===== src/design/adc_pkg.sv =====
`timescale 1ns / 1ps
// ---------------------------------------------------------------------------
// adc_pkg
// Shared types, constants and tables of the dB compressor core.
// ---------------------------------------------------------------------------
package adc_pkg;

  localparam int SampleW = 16;
  localparam int CfgW    = 17;
  localparam int MantW   = 31;
  localparam int NumFrac = 16;

  localparam logic [1:0] CFG_THRESHOLD = 2'd0;
  localparam logic [1:0] CFG_SLOPE     = 2'd1;
  localparam logic [1:0] CFG_ATTACK    = 2'd2;

  localparam logic signed [16:0] THRESHOLD_RST = -17'sd5120;
  localparam logic [15:0] SLOPE_RST  = 16'd43691;
  localparam logic [15:0] ATTACK_RST = 16'd44;

  localparam logic [19:0] LOG2_FS_POS = 20'd983037;
  localparam logic [19:0] LOG2_FS_NEG = 20'd983040;
  localparam logic [18:0] DB_PER_LOG2 = 19'd394566;
  localparam logic [21:0] LOG2_PER_DB = 22'd2786635;
  localparam logic [15:0] MIN_LEVEL_MAG = 16'd40960;

  typedef struct packed {
    logic       load;
    logic       log_step;
    logic       lvl_mul;
    logic       lvl_fin;
    logic       cmp;
    logic       mul1;
    logic       mul2;
    logic       div_init;
    logic       div_step;
    logic       exp_load;
    logic       mant_step;
    logic       mag_mul;
    logic       out_load;
    logic [3:0] idx;
  } cmd_t;

  typedef struct packed {
    logic compress;
  } status_t;

  function automatic logic [63:0] isqrt64(input logic [63:0] v_in);
    logic [63:0] v;
    logic [63:0] res;
    logic [63:0] bitv;
    v    = v_in;
    res  = 64'd0;
    bitv = 64'h4000_0000_0000_0000;
    for (int i = 0; i < 32; i++) begin
      if (v >= res + bitv) begin
        v   = v - (res + bitv);
        res = (res >> 1) + bitv;
      end else begin
        res = res >> 1;
      end
      bitv = bitv >> 2;
    end
    return res;
  endfunction

  // Entry k holds 2^30 * 2^(-2^-(k+1)), rounded down by the square root chain.
  function automatic logic [NumFrac*MantW-1:0] build_ctab();
    logic [NumFrac*MantW-1:0] tab;
    logic [63:0] c;
    tab = '0;
    c   = isqrt64(64'd1 << 59);
    for (int k = 0; k < NumFrac; k++) begin
      tab[k*MantW +: MantW] = c[MantW-1:0];
      c = isqrt64(c << 30);
    end
    return tab;
  endfunction

  localparam logic [NumFrac*MantW-1:0] C_TAB = build_ctab();

endpackage


===== src/design/adc_ctrl.sv =====
`timescale 1ns / 1ps
// ---------------------------------------------------------------------------
// adc_ctrl
// Sequencer of the compressor: steps the datapath through log, gain and
// exponent phases and owns the stream handshakes.
// ---------------------------------------------------------------------------
module adc_ctrl (
  input  logic             clk,
  input  logic             rst,
  input  logic             s_tvalid,
  output logic             s_tready,
  output logic             m_tvalid,
  input  logic             m_tready,
  input  adc_pkg::status_t status,
  output adc_pkg::cmd_t    cmd
);
  import adc_pkg::*;

  typedef enum logic [12:0] {
    IDLE     = 13'b0000000000001,
    LOG      = 13'b0000000000010,
    LVL_MUL  = 13'b0000000000100,
    LVL_FIN  = 13'b0000000001000,
    CMP      = 13'b0000000010000,
    MUL1     = 13'b0000000100000,
    MUL2     = 13'b0000001000000,
    DIV_INIT = 13'b0000010000000,
    DIV      = 13'b0000100000000,
    EXP      = 13'b0001000000000,
    MANT     = 13'b0010000000000,
    MAG      = 13'b0100000000000,
    DONE     = 13'b1000000000000
  } state_t;

  state_t     state, state_next;
  logic [4:0] step, step_next;
  logic       out_go;

  assign s_tready = (state == IDLE);
  assign out_go   = (state == DONE) && (!m_tvalid || m_tready);

  always_comb begin
    state_next = state;
    step_next  = step;
    cmd        = '0;
    cmd.idx    = step[3:0];
    unique case (state)
      IDLE: begin
        step_next = 5'd0;
        if (s_tvalid) begin
          cmd.load   = 1'b1;
          state_next = LOG;
        end
      end
      LOG: begin
        cmd.log_step = 1'b1;
        step_next    = step + 5'd1;
        if (step == 5'd15) begin
          state_next = LVL_MUL;
        end
      end
      LVL_MUL: begin
        cmd.lvl_mul = 1'b1;
        state_next  = LVL_FIN;
      end
      LVL_FIN: begin
        cmd.lvl_fin = 1'b1;
        state_next  = CMP;
      end
      CMP: begin
        cmd.cmp    = 1'b1;
        state_next = status.compress ? MUL1 : DONE;
      end
      MUL1: begin
        cmd.mul1   = 1'b1;
        state_next = MUL2;
      end
      MUL2: begin
        cmd.mul2   = 1'b1;
        state_next = DIV_INIT;
      end
      DIV_INIT: begin
        cmd.div_init = 1'b1;
        step_next    = 5'd0;
        state_next   = DIV;
      end
      DIV: begin
        cmd.div_step = 1'b1;
        step_next    = step + 5'd1;
        if (step == 5'd16) begin
          state_next = EXP;
        end
      end
      EXP: begin
        cmd.exp_load = 1'b1;
        step_next    = 5'd0;
        state_next   = MANT;
      end
      MANT: begin
        cmd.mant_step = 1'b1;
        step_next     = step + 5'd1;
        if (step == 5'd15) begin
          state_next = MAG;
        end
      end
      MAG: begin
        cmd.mag_mul = 1'b1;
        state_next  = DONE;
      end
      DONE: begin
        if (out_go) begin
          cmd.out_load = 1'b1;
          state_next   = IDLE;
        end
      end
      default: state_next = IDLE;
    endcase
  end

  always_ff @(posedge clk) begin
    if (rst) begin
      state    <= IDLE;
      step     <= 5'd0;
      m_tvalid <= 1'b0;
    end else begin
      state <= state_next;
      step  <= step_next;
      if (out_go) begin
        m_tvalid <= 1'b1;
      end else if (m_tready) begin
        m_tvalid <= 1'b0;
      end
    end
  end

endmodule


===== config.mk =====
export PLATFORM = sky130hd
export DESIGN_NAME = adc_ctrl
export DESIGN_NICKNAME = d
export VERILOG_FILES = /design/src/design/adc_pkg.sv /design/src/design/adc_ctrl.sv
export SDC_FILE = /design/constraint.sdc
export NUM_CORES = 1
export LEC_CHECK = 0
export BUFFER_PORTS_ARGS = -buffer_cell sky130_fd_sc_hd__buf_2
export CORE_ASPECT_RATIO = 0.8
export CORE_MARGIN = 2
export CORE_UTILIZATION = 57
export CTS_CLUSTER_SIZE = 24
export DETAILED_ROUTE_END_ITERATION = 10
export PLACE_DENSITY = 0.83
export SLEW_MARGIN = 20
export SYNTH_ARGS = -nofsm -noshare
export SYNTH_HDL_FRONTEND = slang
export SYNTH_SLANG_ARGS = --single-unit

===== constraint.sdc =====
create_clock -name clk -period 3.1 [get_ports clk]
set_input_delay 0.155 -clock clk [delete_from_list [all_inputs] [get_ports clk]]
set_output_delay 0.155 -clock clk [all_outputs]
set_load 0.05 [all_outputs]

Yosys cells after proc, flatten, opt, wreduce, memory -nomap -nowiden
Cells that the tools add are included.
{"block": "op_classes", "add_sub_neg": 1, "n_eq_ne": 20, "mux": 25, "n_reduce_logical": 8}
{"op": "one-hot mux 13 bit (13 select lines)", "n": 1}
{"op": "2-to-1 mux 13 bit", "n": 6}
{"op": "2-to-1 mux 1 bit", "n": 17}
{"op": "equality test 13 x 1 -> 1 bit, second input constant", "n": 1}
{"op": "equality test 13 x 10 -> 1 bit, second input constant", "n": 1}
{"op": "equality test 13 x 11 -> 1 bit, second input constant", "n": 1}
{"op": "equality test 13 x 12 -> 1 bit, second input constant", "n": 1}
{"op": "equality test 13 bit, second input constant", "n": 1}
{"op": "equality test 13 x 2 -> 1 bit, second input constant", "n": 1}
{"op": "equality test 13 x 3 -> 1 bit, second input constant", "n": 1}
{"op": "equality test 13 x 4 -> 1 bit, second input constant", "n": 1}
{"op": "equality test 13 x 5 -> 1 bit, second input constant", "n": 1}
{"op": "equality test 13 x 6 -> 1 bit, second input constant", "n": 1}
{"op": "equality test 13 x 7 -> 1 bit, second input constant", "n": 1}
{"op": "equality test 13 x 8 -> 1 bit, second input constant", "n": 1}
{"op": "equality test 13 x 9 -> 1 bit, second input constant", "n": 1}
{"op": "inequality test 2 bit, second input constant", "n": 5}
{"op": "one-hot mux 5 bit (2 select lines)", "n": 1}
{"op": "OR reduction 3 bit", "n": 2}
{"op": "adder 5 x 1 -> 5 bit, second input constant", "n": 1}
{"op": "equality test 5 x 4 -> 1 bit, second input constant", "n": 1}
{"op": "equality test 5 bit, second input constant", "n": 1}
{"op": "AND reduction 5 bit", "n": 1}
{"op": "nonzero test 2 bit", "n": 2}
{"op": "other kinds (3)", "n": 3}
{"block": "totals", "regBits": 19, "input_bits": 5, "out_inout_bits": 19, "elab_cells": 57}

Depth between registers and ports, before layout
Gate-level depths: netlist (run 1).
{"block": "logic_depth", "ltp_word": 5, "depth_mapped": 7, "depth_no_buf": 6}

Worst setup path before layout (run 1)
Ideal clock, no wire load.
{"block": "synth_timing", "path_type": "register -> register", "from": "reg state[9]", "to": "reg state[1]", "setup_ns": 0.070, "arrival_ns": 2.875, "required_time_ns": 3.030, "setup_slack_ns": 0.155, "path_stages_with_launch": 6, "path_buffers": 1, "synth_period_minus_slack_ns": 2.945, "cell_sequence": "dfxtp_1 > or4_1 > buf_2 > nor3_1 > and2_1 > o2bb2ai_1"}
{"block": "synth_via", "word_cells_on_any_way": 21, "classes_between": "eq/ne (18); mux (1); reduce/logical (2)"}
{"item": "start, declared", "line_no": "adc_ctrl.sv:35", "source": "state_t state, state_next;"}
{"item": "start signal, assigned", "line_no": "adc_ctrl.sv:126", "source": "state <= state_next;"}
{"item": "equality test 13 x 1 -> 1 bit (*)"}
{"item": "named net s_tready", "line_no": "adc_ctrl.sv:11", "source": "output logic s_tready,"}
{"item": "inequality test 2 bit (no source line)"}
{"item": "AND reduction 5 bit (no source line)"}
Mark *: on every way through the listed nets, which the timed path passes. The rest lies on a longest branch.
A chain may end at the register's enable or synchronous reset.

==> flow_summary.json, run 1 <==
{
  "outcome": "completed",
  "antenna_found_initial": 0,
  "max_freq_ghz": 0.399,
  "power_uw": 483,
  "synth_top_cell_by_area": "dfxtp_1",
  "drive_above_1_share_pct": 23.5,
  "cp_cell_sequence": "or4_1, nor4_1, and4bb_2, buf_2",
  "cts_made_buffers": 3,
  "diodes": 0,
  "rows": 14,
  "synth_cell_types": 48,
  "min-delay-path-class": "input port to flop",
  "portBuffers": 23,
  "yosysSeqAreaShare_pct": 32.5,
  "dp_hpwl_mm": 2.01,
  "layout.nets": 162,
  "clock_skew_ns": 0.00519,
  "ys_warn_count": 0,
  "start_util_pct": 61.3,
  "grt_pass1_vias": 973,
  "drt_iter0_drc": 37,
  "cts_buffer_depth": 2,
  "drc": 0,
  "crit_start": "state[9]",
  "dpl_worst_slack_ns": 0.868,
  "grt_pass1_wl_mm": 4.50,
  "setup_viol": 0,
  "grt.total_usage_pct": 25.7,
  "overflow": 0,
  "via_count": 1087,
  "period_needed_ns": 2.51,
  "hold_buffers": 0,
  "worstSetupPathType": "flop to output port",
  "final_cell_mix": "23 x buf_2, 19 x dfxtp_1, 12 x nor2_1",
  "synth_nets": 149,
  "crit_arrival_ns": 2.35,
  "ys_seq_elements": 19,
  "holdWs_ns": 0.101,
  "syn2layout_area_growth_pct": 7.49,
  "leakage_uw": 0.000570,
  "synth_area_leaders": "dfxtp_1 33%, and3_1 5.3%, nor2_1 3.9%, buf_4 3.2%, ha_1 3.2%",
  "async_flop_share_pct": 0,
  "drtPass1Iterations": 4,
  "setup.worst_path.end_class": "output port",
  "cts_max_level": 1,
  "via_per_inst": 6.14,
  "r2r_start": "state[6]",
  "drt_wl_total_mm": 2.66,
  "final_common_cell": "buf_2",
  "crit_family": "simple AND/OR/NAND/NOR gates",
  "die_area_um2": 2430,
  "crit_required_ns": 2.94,
  "routedWlPerCell_um": 15.0,
  "cpPeakStageDelay_ns": 0.66,
  "min_from": "status",
  "irDropWorstVdd_mv": 0.286,
  "clk-insertion-delay-late_ns": 0.29,
  "cts.sinks": 19,
  "path_buf_inv": 1,
  "rsz0062_at_grt": "no",
  "drv_slew": 0,
  "ios": 24,
  "finalCritPeriodShare_pct": 80.9,
  "fin_ws_ns": 0.591,
  "tns_ns": 0,
  "finalHoldViolCount": 0,
  "syn_area_per_cell_um2": 8.30,
  "cts_resized": 0,
  "cts-root-buf": "clkbuf_4",
  "tightest_slew_ns": 0.719,
  "dieHeight_um": 44.5,
  "synthCells": 141,
  "max_cap_violations": 0,
  "synth_edf_count": 0,
  "cp-start-kind": "flop",
  "synth_top_cell_area_share_pct": 32.5,
  "postCtsSetupRepairBufs": 0,
  "netlist_area_um2": 1170,
  "grt_max_degree": 16,
  "coreArea_um2": 1910,
  "crit_fanout": 6,
  "p_per_area_nw_per_um2": 384,
  "slew_headroom_pct": 51.6,
  "cts_tree": "built",
  "fp.dieW_um": 54.7,
  "fillerInstances": 171,
  "globalplace.congestion": 0.961,
  "cpMaxStageDelayCell": "or4_1",
  "clk_pin_slew_ns": 0.10,
  "ys.flop_type": "dfxtp_1",
  "ant_nets": 0
}
[cell type report]
class,instances,area (um^2),share of cell area (%)
clock buffer,4,26.3,2.09
inverter,8,30.0,2.39
tap,24,30.0,2.39
multi-input combinational,99,676,53.7
sequential,19,380,30.2
timing repair buffer,23,115,9.15
[layer usage]
layer,part of all wire [%],vias to the layer above,GRT usage [%]
met4,1.6,0,8.50
met3,8.4,8,8.78
met2,43,47,35.7
li1,-,532,-
met1,46,500,36.7
met5,0,-,0
[synthesized netlist by cell type (2+ instances only)]
cell and instances:
a21oi_1 7, a32oi_1 2, and2_1 3, and3_1 10, and3_2 2, and4_1 3, buf_1 2, buf_4 5
clkbuf_1 6, dfxtp_1 19, ha_1 3, inv_1 8, nand2_1 5, nand2b_1 2, nand3_1 7, nor2_1 12
nor3_1 3, nor3b_1 4, nor4_1 3, o21ai_0 4, o2bb2ai_1 2, or4_1 2, xor2_1 2
[power by group]
part	internal [uW]	switching (uW)
combinational	32.1	70.9
sequential	249	9.16
clock	50.1	72.5
[final timing paths]
path,endpoint,slack (ns),cells past startpoint
min,state[5],0.10,2
max reg2reg,step[2],0.77,5
min reg2reg,m_tvalid,0.50,2
max,cmd[11],0.59,4
[cell families after synthesis]
| logic type | count (synthesis) | synth area share [%] |
|---|---|---|
| buffers and inverters | 23 | 9.73 |
| DFF | 19 | 32.5 |
| and+or+nand+nor | 70 | 38.7 |
| xor gates and xnor gates | 3 | 2.25 |
| adders and majority gates | 3 | 3.21 |
| AOI/OAI and AO/OA | 23 | 13.6 |
[sequential cells by signal, summed over array words and instances, names as in the netlist]
register	count
m_tvalid	1
step	5
state	13
[through the flow]
| stage | instances | area [um^2] | utilization [%] |
|---|---|---|---|
| global placement | 173 | 1230 | 64.5 |
| CTS | 177 | 1260 | 65.9 |
| global route | 177 | 1260 | 65.9 |
| floorplan | 141 | 1170 | - |
| finish | 177 | 1260 | 65.9 |
| detailed placement | 173 | 1230 | 64.5 |
Note: power is estimated with default switching activity, not from simulation.
==> inputs of run 2 (changes only) <==
- ABC_AREA: not set -> 1
- CORE_UTILIZATION: 57 -> 55
- PLACE_DENSITY: 0.83 -> 0.8
- clock period: 3.1 -> 2.45 ns (I/O delays scaled with it)
==> run 2 against run 1 <==
Power rose to 3.3 times the previous value. Clock skew is 0.0063 ns higher. Sequential power grew 59%. Critical path type unchanged. Largest power group is now combinational cells.
==> flow_summary.json, run 2 <==
{
  "cts_made_buffers": 3,
  "fin_area_um2": 1440,
  "fillerInstances": 203,
  "tns_ns": 0,
  "synth_most_common_cell": "inv_1",
  "syn2layout_area_growth_pct": 10.2,
  "antenna_found_initial": 0,
  "max_freq_ghz": 0.528,
  "final_core_util_pct": 65.5,
  "grt_util_met2_pct": 38.7,
  "cts_buffer_depth": 2,
  "tightest_slew_ns": 0.393,
  "clk-insertion-delay-late_ns": 0.31,
  "min-delay-path-class": "input port to flop",
  "ios": 24,
  "drc": 0,
  "async_flop_share_pct": 0,
  "drt_iter0_drc": 59,
  "setup_viol": 0,
  "top_regs": "state (13), step (5), m_tvalid (1)",
  "outcome": "completed",
  "rows": 15,
  "start_util_pct": 59.4,
  "rsz0062_at_grt": "no",
  "ys.flop_type": "dfxtp_1",
  "die_area_um2": 2780,
  "synthTopCellsByCount": "44 x inv_1, 32 x nand2_1, 31 x nor2_1",
  "p_per_area_nw_per_um2": 1110,
  "cts-root-buf": "clkbuf_4",
  "fp.dieW_um": 58.5,
  "synthAdderAreaFrac_pct": 2.88,
  "clock_skew_ns": 0.0115,
  "dp_hpwl_mm": 2.40,
  "synth-compound-area-share_pct": 4.03,
  "grt.total_usage_pct": 23.2,
  "leakage_uw": 0.000851,
  "worstSetupPathType": "flop to output port",
  "placed_area_um2": 1410,
  "synth_top_cell_area_share_pct": 29.1,
  "synth_nets": 209,
  "synth_top_cell_by_area": "dfxtp_1",
  "cpMaxStageDelayCell": "dfxtp_1",
  "cts_tree": "built",
  "largest_reg_flops": 13,
  "finalHoldViolCount": 0,
  "coreArea_um2": 2200,
  "synth_mux_area_share_pct": 0,
  "grt_pass1_wl_mm": 4.82,
  "irDropWorstVdd_mv": 1.04,
  "hold_buffers": 0,
  "cp_cell_sequence": "nor2_4, nand3_2, nor2_2, inv_1, nor3_1, buf_2",
  "ys_seq_elements": 19,
  "cts.sinks": 19,
  "grt_max_degree": 14,
  "synthCells": 201,
  "via_count": 1258,
  "period_needed_ns": 1.89,
  "finalCritPeriodShare_pct": 77.2,
  "drv_slew": 0,
  "clk_pin_slew_ns": 0.12,
  "final_common_cell": "inv_1",
  "yosys.area_share.simple_pct": 47.1,
  "crit_arrival_ns": 1.77,
  "cp-start-kind": "flop",
  "grt.busiest_layer": "met2",
  "grt_use_met1_pct": 30.5,
  "synth_edf_count": 0,
  "drt_wl_total_mm": 2.94,
  "syn_area_per_cell_um2": 6.49,
  "globalplace.congestion": 0.900,
  "slew_headroom_pct": 73.8,
  "overflow": 0,
  "yosysSeqAreaShare_pct": 29.1,
  "via_per_inst": 5.09,
  "final_cell_mix": "44 x inv_1, 32 x nand2_1, 31 x nor2_1",
  "portBuffers": 23,
  "max_cap_violations": 0,
  "cpPeakStageDelay_ns": 0.39,
  "synth_area_leaders": "dfxtp_1 29%, inv_1 13%, nand2_1 9.2%, nor2_1 8.9%, nand3_1 6.9%",
  "diodes": 0,
  "ant_nets": 0,
  "layout.nets": 231,
  "grt_pass1_vias": 1129,
  "synth_xor_area_share_pct": 0,
  "drtPass1Iterations": 4,
  "setup.worst_path.end_class": "output port",
  "top_register": "state",
  "netlist_area_um2": 1310,
  "routedWlPerCell_um": 11.9,
  "drive_above_1_share_pct": 24.3,
  "dieHeight_um": 47.6,
  "postCtsSetupRepairBufs": 0,
  "cts_resized": 0,
  "synth_cell_types": 24,
  "ys_warn_count": 0,
  "crit_required_ns": 2.33,
  "cts_max_level": 1,
  "crit_fanout": 4,
  "gr-usage-met3_pct": 7.03,
  "synth_top_family_by_area": "simple AND/OR/NAND/NOR gates"
}
==> run 2: cell types whose count changed in the layout (fill, tap and decap cells not counted), moves of 4 or more <==
cell	previous run	this run
nand3_1	7	18
nor2_4	0	5
inv_1	8	44
nor2_1	12	31
nand2_2	0	4
nor2_2	0	6
nor3b_1	4	0
nand2_1	5	32
and3_1	10	0
nor3_1	3	8
==> run 2: through the flow <==
step                      cells  setup slack, ns  power (uW)  hold WS (ns)
after floorplan             201            0.292        1220         0.192
after global placement      243            0.962        1380         0.387
after detailed placement    243            0.894        1410         0.388
after CTS                   247            0.548        1580        0.0516
after global routing        247            0.415        1700        0.0516
final                       247            0.557        1590        0.0410
==> run 2: final timing paths <==
path / from / to / slack [ns] / cells past startpoint
hold reg to reg: step[4] / step[4] / 0.49 / 2
setup / recovery: state[10] / cmd[13] / 0.56 / 6
setup reg to reg: state[10] / state[2] / 0.90 / 10
hold / removal: status / state[5] / 0.04 / 3
==> run 2: kinds of logic (layout without fill, tap and decap cells) <==
group           count (synthesis)  after routing
buf+inv                        53             74
compound gates                 10             10
flops                          19             19
fa+ha+maj                       3              3
simple gates                  116            116
==> run 2: area by class of cell <==
cell class                      count  area (um^2)  area share, %
Multi-Input combinational cell    129          704           49.0
Tap cell                           25         31.3           2.18
Clock inverter                      1         5.00          0.348
Sequential cell                    19          380           26.5
Timing Repair Buffer               23          115           8.01
Clock buffer                        3         22.5           1.57
Inverter                           47          179           12.4
==> run 2: worst max-delay path: cells and delay by family, from the launching register on <==
| kind | cells | cell delay (ns) |
|---|---|---|
| AND/OR/NAND/NOR | 4 | 0.68 |
| flip-flops | 1 | 0.39 |
| buffers and inverters | 2 | 0.39 |
==> run 2: power by group <==
group          switching (uW)  internal [uW]
Sequential               52.5            358
Clock                     107           61.1
Combinational             722            288
Total                     882            707
==> run 2: routing by layer <==
metal  vias up  wire [um]
met5         -          0
met4         0         27
met3         6        180
met2        36       1300
met1       570       1420
li1        646          -
==> inputs of run 3 (changes only) <==
- CORE_UTILIZATION: 55 -> 49
- PLACE_DENSITY: 0.8 -> 0.75
- clock period: 2.45 -> 1.7 ns (I/O delays scaled with it)
==> run 3 against run 2 <==
Final area up 8.9%. Critical path type unchanged. Sequential cell count unchanged. Critical path depth unchanged. Largest cell class unchanged.
==> flow_summary.json, run 3 (synthesis gave the netlist of run 2 again) <==
{
  "drt_iter0_drc": 42,
  "fp.dieW_um": 61.7,
  "grt_max_degree": 14,
  "path_common_cell": "inv_1",
  "cp-start-kind": "flop",
  "portBuffers": 23,
  "register_area_um2": 383,
  "multiInputGateArea_um2": 767,
  "outcome": "completed",
  "die_area_um2": 3090,
  "drt_wl_total_mm": 2.85,
  "crit_fanout": 6,
  "coreArea_um2": 2480,
  "instances_no_fill": 258,
  "grt_pass1_vias": 1015,
  "worstSetupPathType": "flop to output port",
  "clock_skew_ns": 0.00105,
  "crit_required_ns": 1.62,
  "clk_pin_slew_ns": 0.11,
  "final_cell_mix": "43 x inv_1, 32 x nand2_1, 30 x nor2_1",
  "crit_arrival_ns": 1.53,
  "comb_power_share_pct": 65.3,
  "clk-insertion-delay-late_ns": 0.30,
  "top_register": "state",
  "layout.nets": 231,
  "power.share.sequential_pct": 24.8,
  "cts_buffer_depth": 2,
  "crit_family": "buffers and inverters",
  "drc": 0,
  "period_needed_ns": 1.62,
  "overflow": 0,
  "hold_buffers": 0,
  "finalCritPeriodShare_pct": 95.1,
  "ios": 24,
  "grt_pass1_wl_mm": 4.46,
  "path_buf_inv": 3,
  "cpPeakStageDelay_ns": 0.34,
  "cpMaxStageDelayCell": "dfxtp_1",
  "crit_start": "state[12]",
  "tightest_slew_ns": 0.423,
  "top_regs": "state (13), step (5), m_tvalid (1)",
  "ant_nets": 0,
  "fillerInstances": 256,
  "p_per_area_nw_per_um2": 1520,
  "routedWlPerCell_um": 11.1,
  "dp_cells": 254,
  "setup_viol": 0,
  "cts_max_level": 1,
  "rows": 16,
  "cts_tree": "built",
  "cts.sinks": 19,
  "clkPwrFrac_pct": 9.9,
  "antenna_found_initial": 0,
  "dieHeight_um": 50.2,
  "postCtsSetupRepairBufs": 0,
  "via_count": 1233,
  "syn2layout_area_growth_pct": 19.9,
  "cts-root-buf": "clkbuf_4",
  "cp_cell_sequence": "inv_1, nand2_2, nor2_4, nand3_4, inv_1, buf_2",
  "dp_hpwl_mm": 2.15,
  "cts_made_buffers": 3,
  "irDropWorstVdd_mv": 1.31,
  "p_int_uw": 1070,
  "min-delay-path-class": "input port to flop",
  "drv_slew": 0,
  "start_util_pct": 52.6,
  "max_freq_ghz": 0.618,
  "via_per_inst": 4.78,
  "max_cap_violations": 0,
  "min_from": "rst",
  "drive_above_1_share_pct": 27.5,
  "p_sw_uw": 1310,
  "drtPass1Iterations": 4,
  "grt.total_usage_pct": 19.1,
  "slew_headroom_pct": 71.8,
  "finalHoldViolCount": 0,
  "diodes": 0,
  "sw_frac_of_total_pct": 55.2,
  "r2r_start": "state[12]",
  "largest_reg_flops": 13,
  "leakage_uw": 0.000868,
  "final_common_cell": "inv_1",
  "setup.worst_path.end_class": "output port",
  "globalplace.congestion": 0.842,
  "tns_ns": 0
}
[run 3: cell types whose count changed in the layout (fill, tap and decap cells not counted), sizes merged]
cell	before	now
buf	23	20
clkbuf	3	7
clkinv	1	0
[run 3: final timing paths]
| kind | to | slack (ns) | cells after the start |
|---|---|---|---|
| min reg2reg | step[4] | 0.49 | 2 |
| max reg2reg | state[9] | 0.23 | 10 |
| max | s_tready | 0.08 | 6 |
| min | step[1] | 0.03 | 2 |
[run 3: final cells by class]
class | count | area share (%)
multi-input cells | 129 | 49.0
flip-flops and latches | 19 | 24.5
inverters | 47 | 11.4
repair buffers | 23 | 10.6
well taps | 36 | 2.88
clock buffers | 4 | 1.68
[run 3: power groups by stage]
stage	combinational, uW	sequential (uW)	clock [uW]
final	1550	591	235
after global routing	1670	602	262
after CTS	1430	581	237
after detailed placement	1420	591	0
after global placement	1410	590	0
after floorplan	1190	586	0
[run 3: stage by stage]
| step | power [uW] | hold slack (ns) | worst slack (ns) | util [%] | instance area, um^2 |
|---|---|---|---|---|---|
| 2_1_floorplan | 1770 | 0.154 | -0.458 | - | 1320 |
| 3_3_place_gp | 2000 | 0.354 | 0.263 | 57.8 | 1430 |
| 3_5_place_dp | 2010 | 0.363 | 0.239 | 57.8 | 1430 |
| 4_1_cts | 2240 | 0.0352 | -0.0431 | 59.3 | 1470 |
| 5_1_grt | 2530 | 0.0234 | -0.0209 | 63.1 | 1570 |
| 6_report | 2380 | 0.0347 | 0.0828 | 63.1 | 1570 |
[run 3: repair_timing]
| action | 4_1_cts | 5_1_grt |
|---|---|---|
| resized for setup | 5 | 28 |
| endpoints found under the setup margin | 5 | 12 |
| pin swaps | 0 | 1 |
[run 3: per-layer routing]
metal	global-route usage, %	wire, um
met2	26.1	1210
met5	0	0
met3	4.64	225
met4	4.26	22
met1	29.8	1390
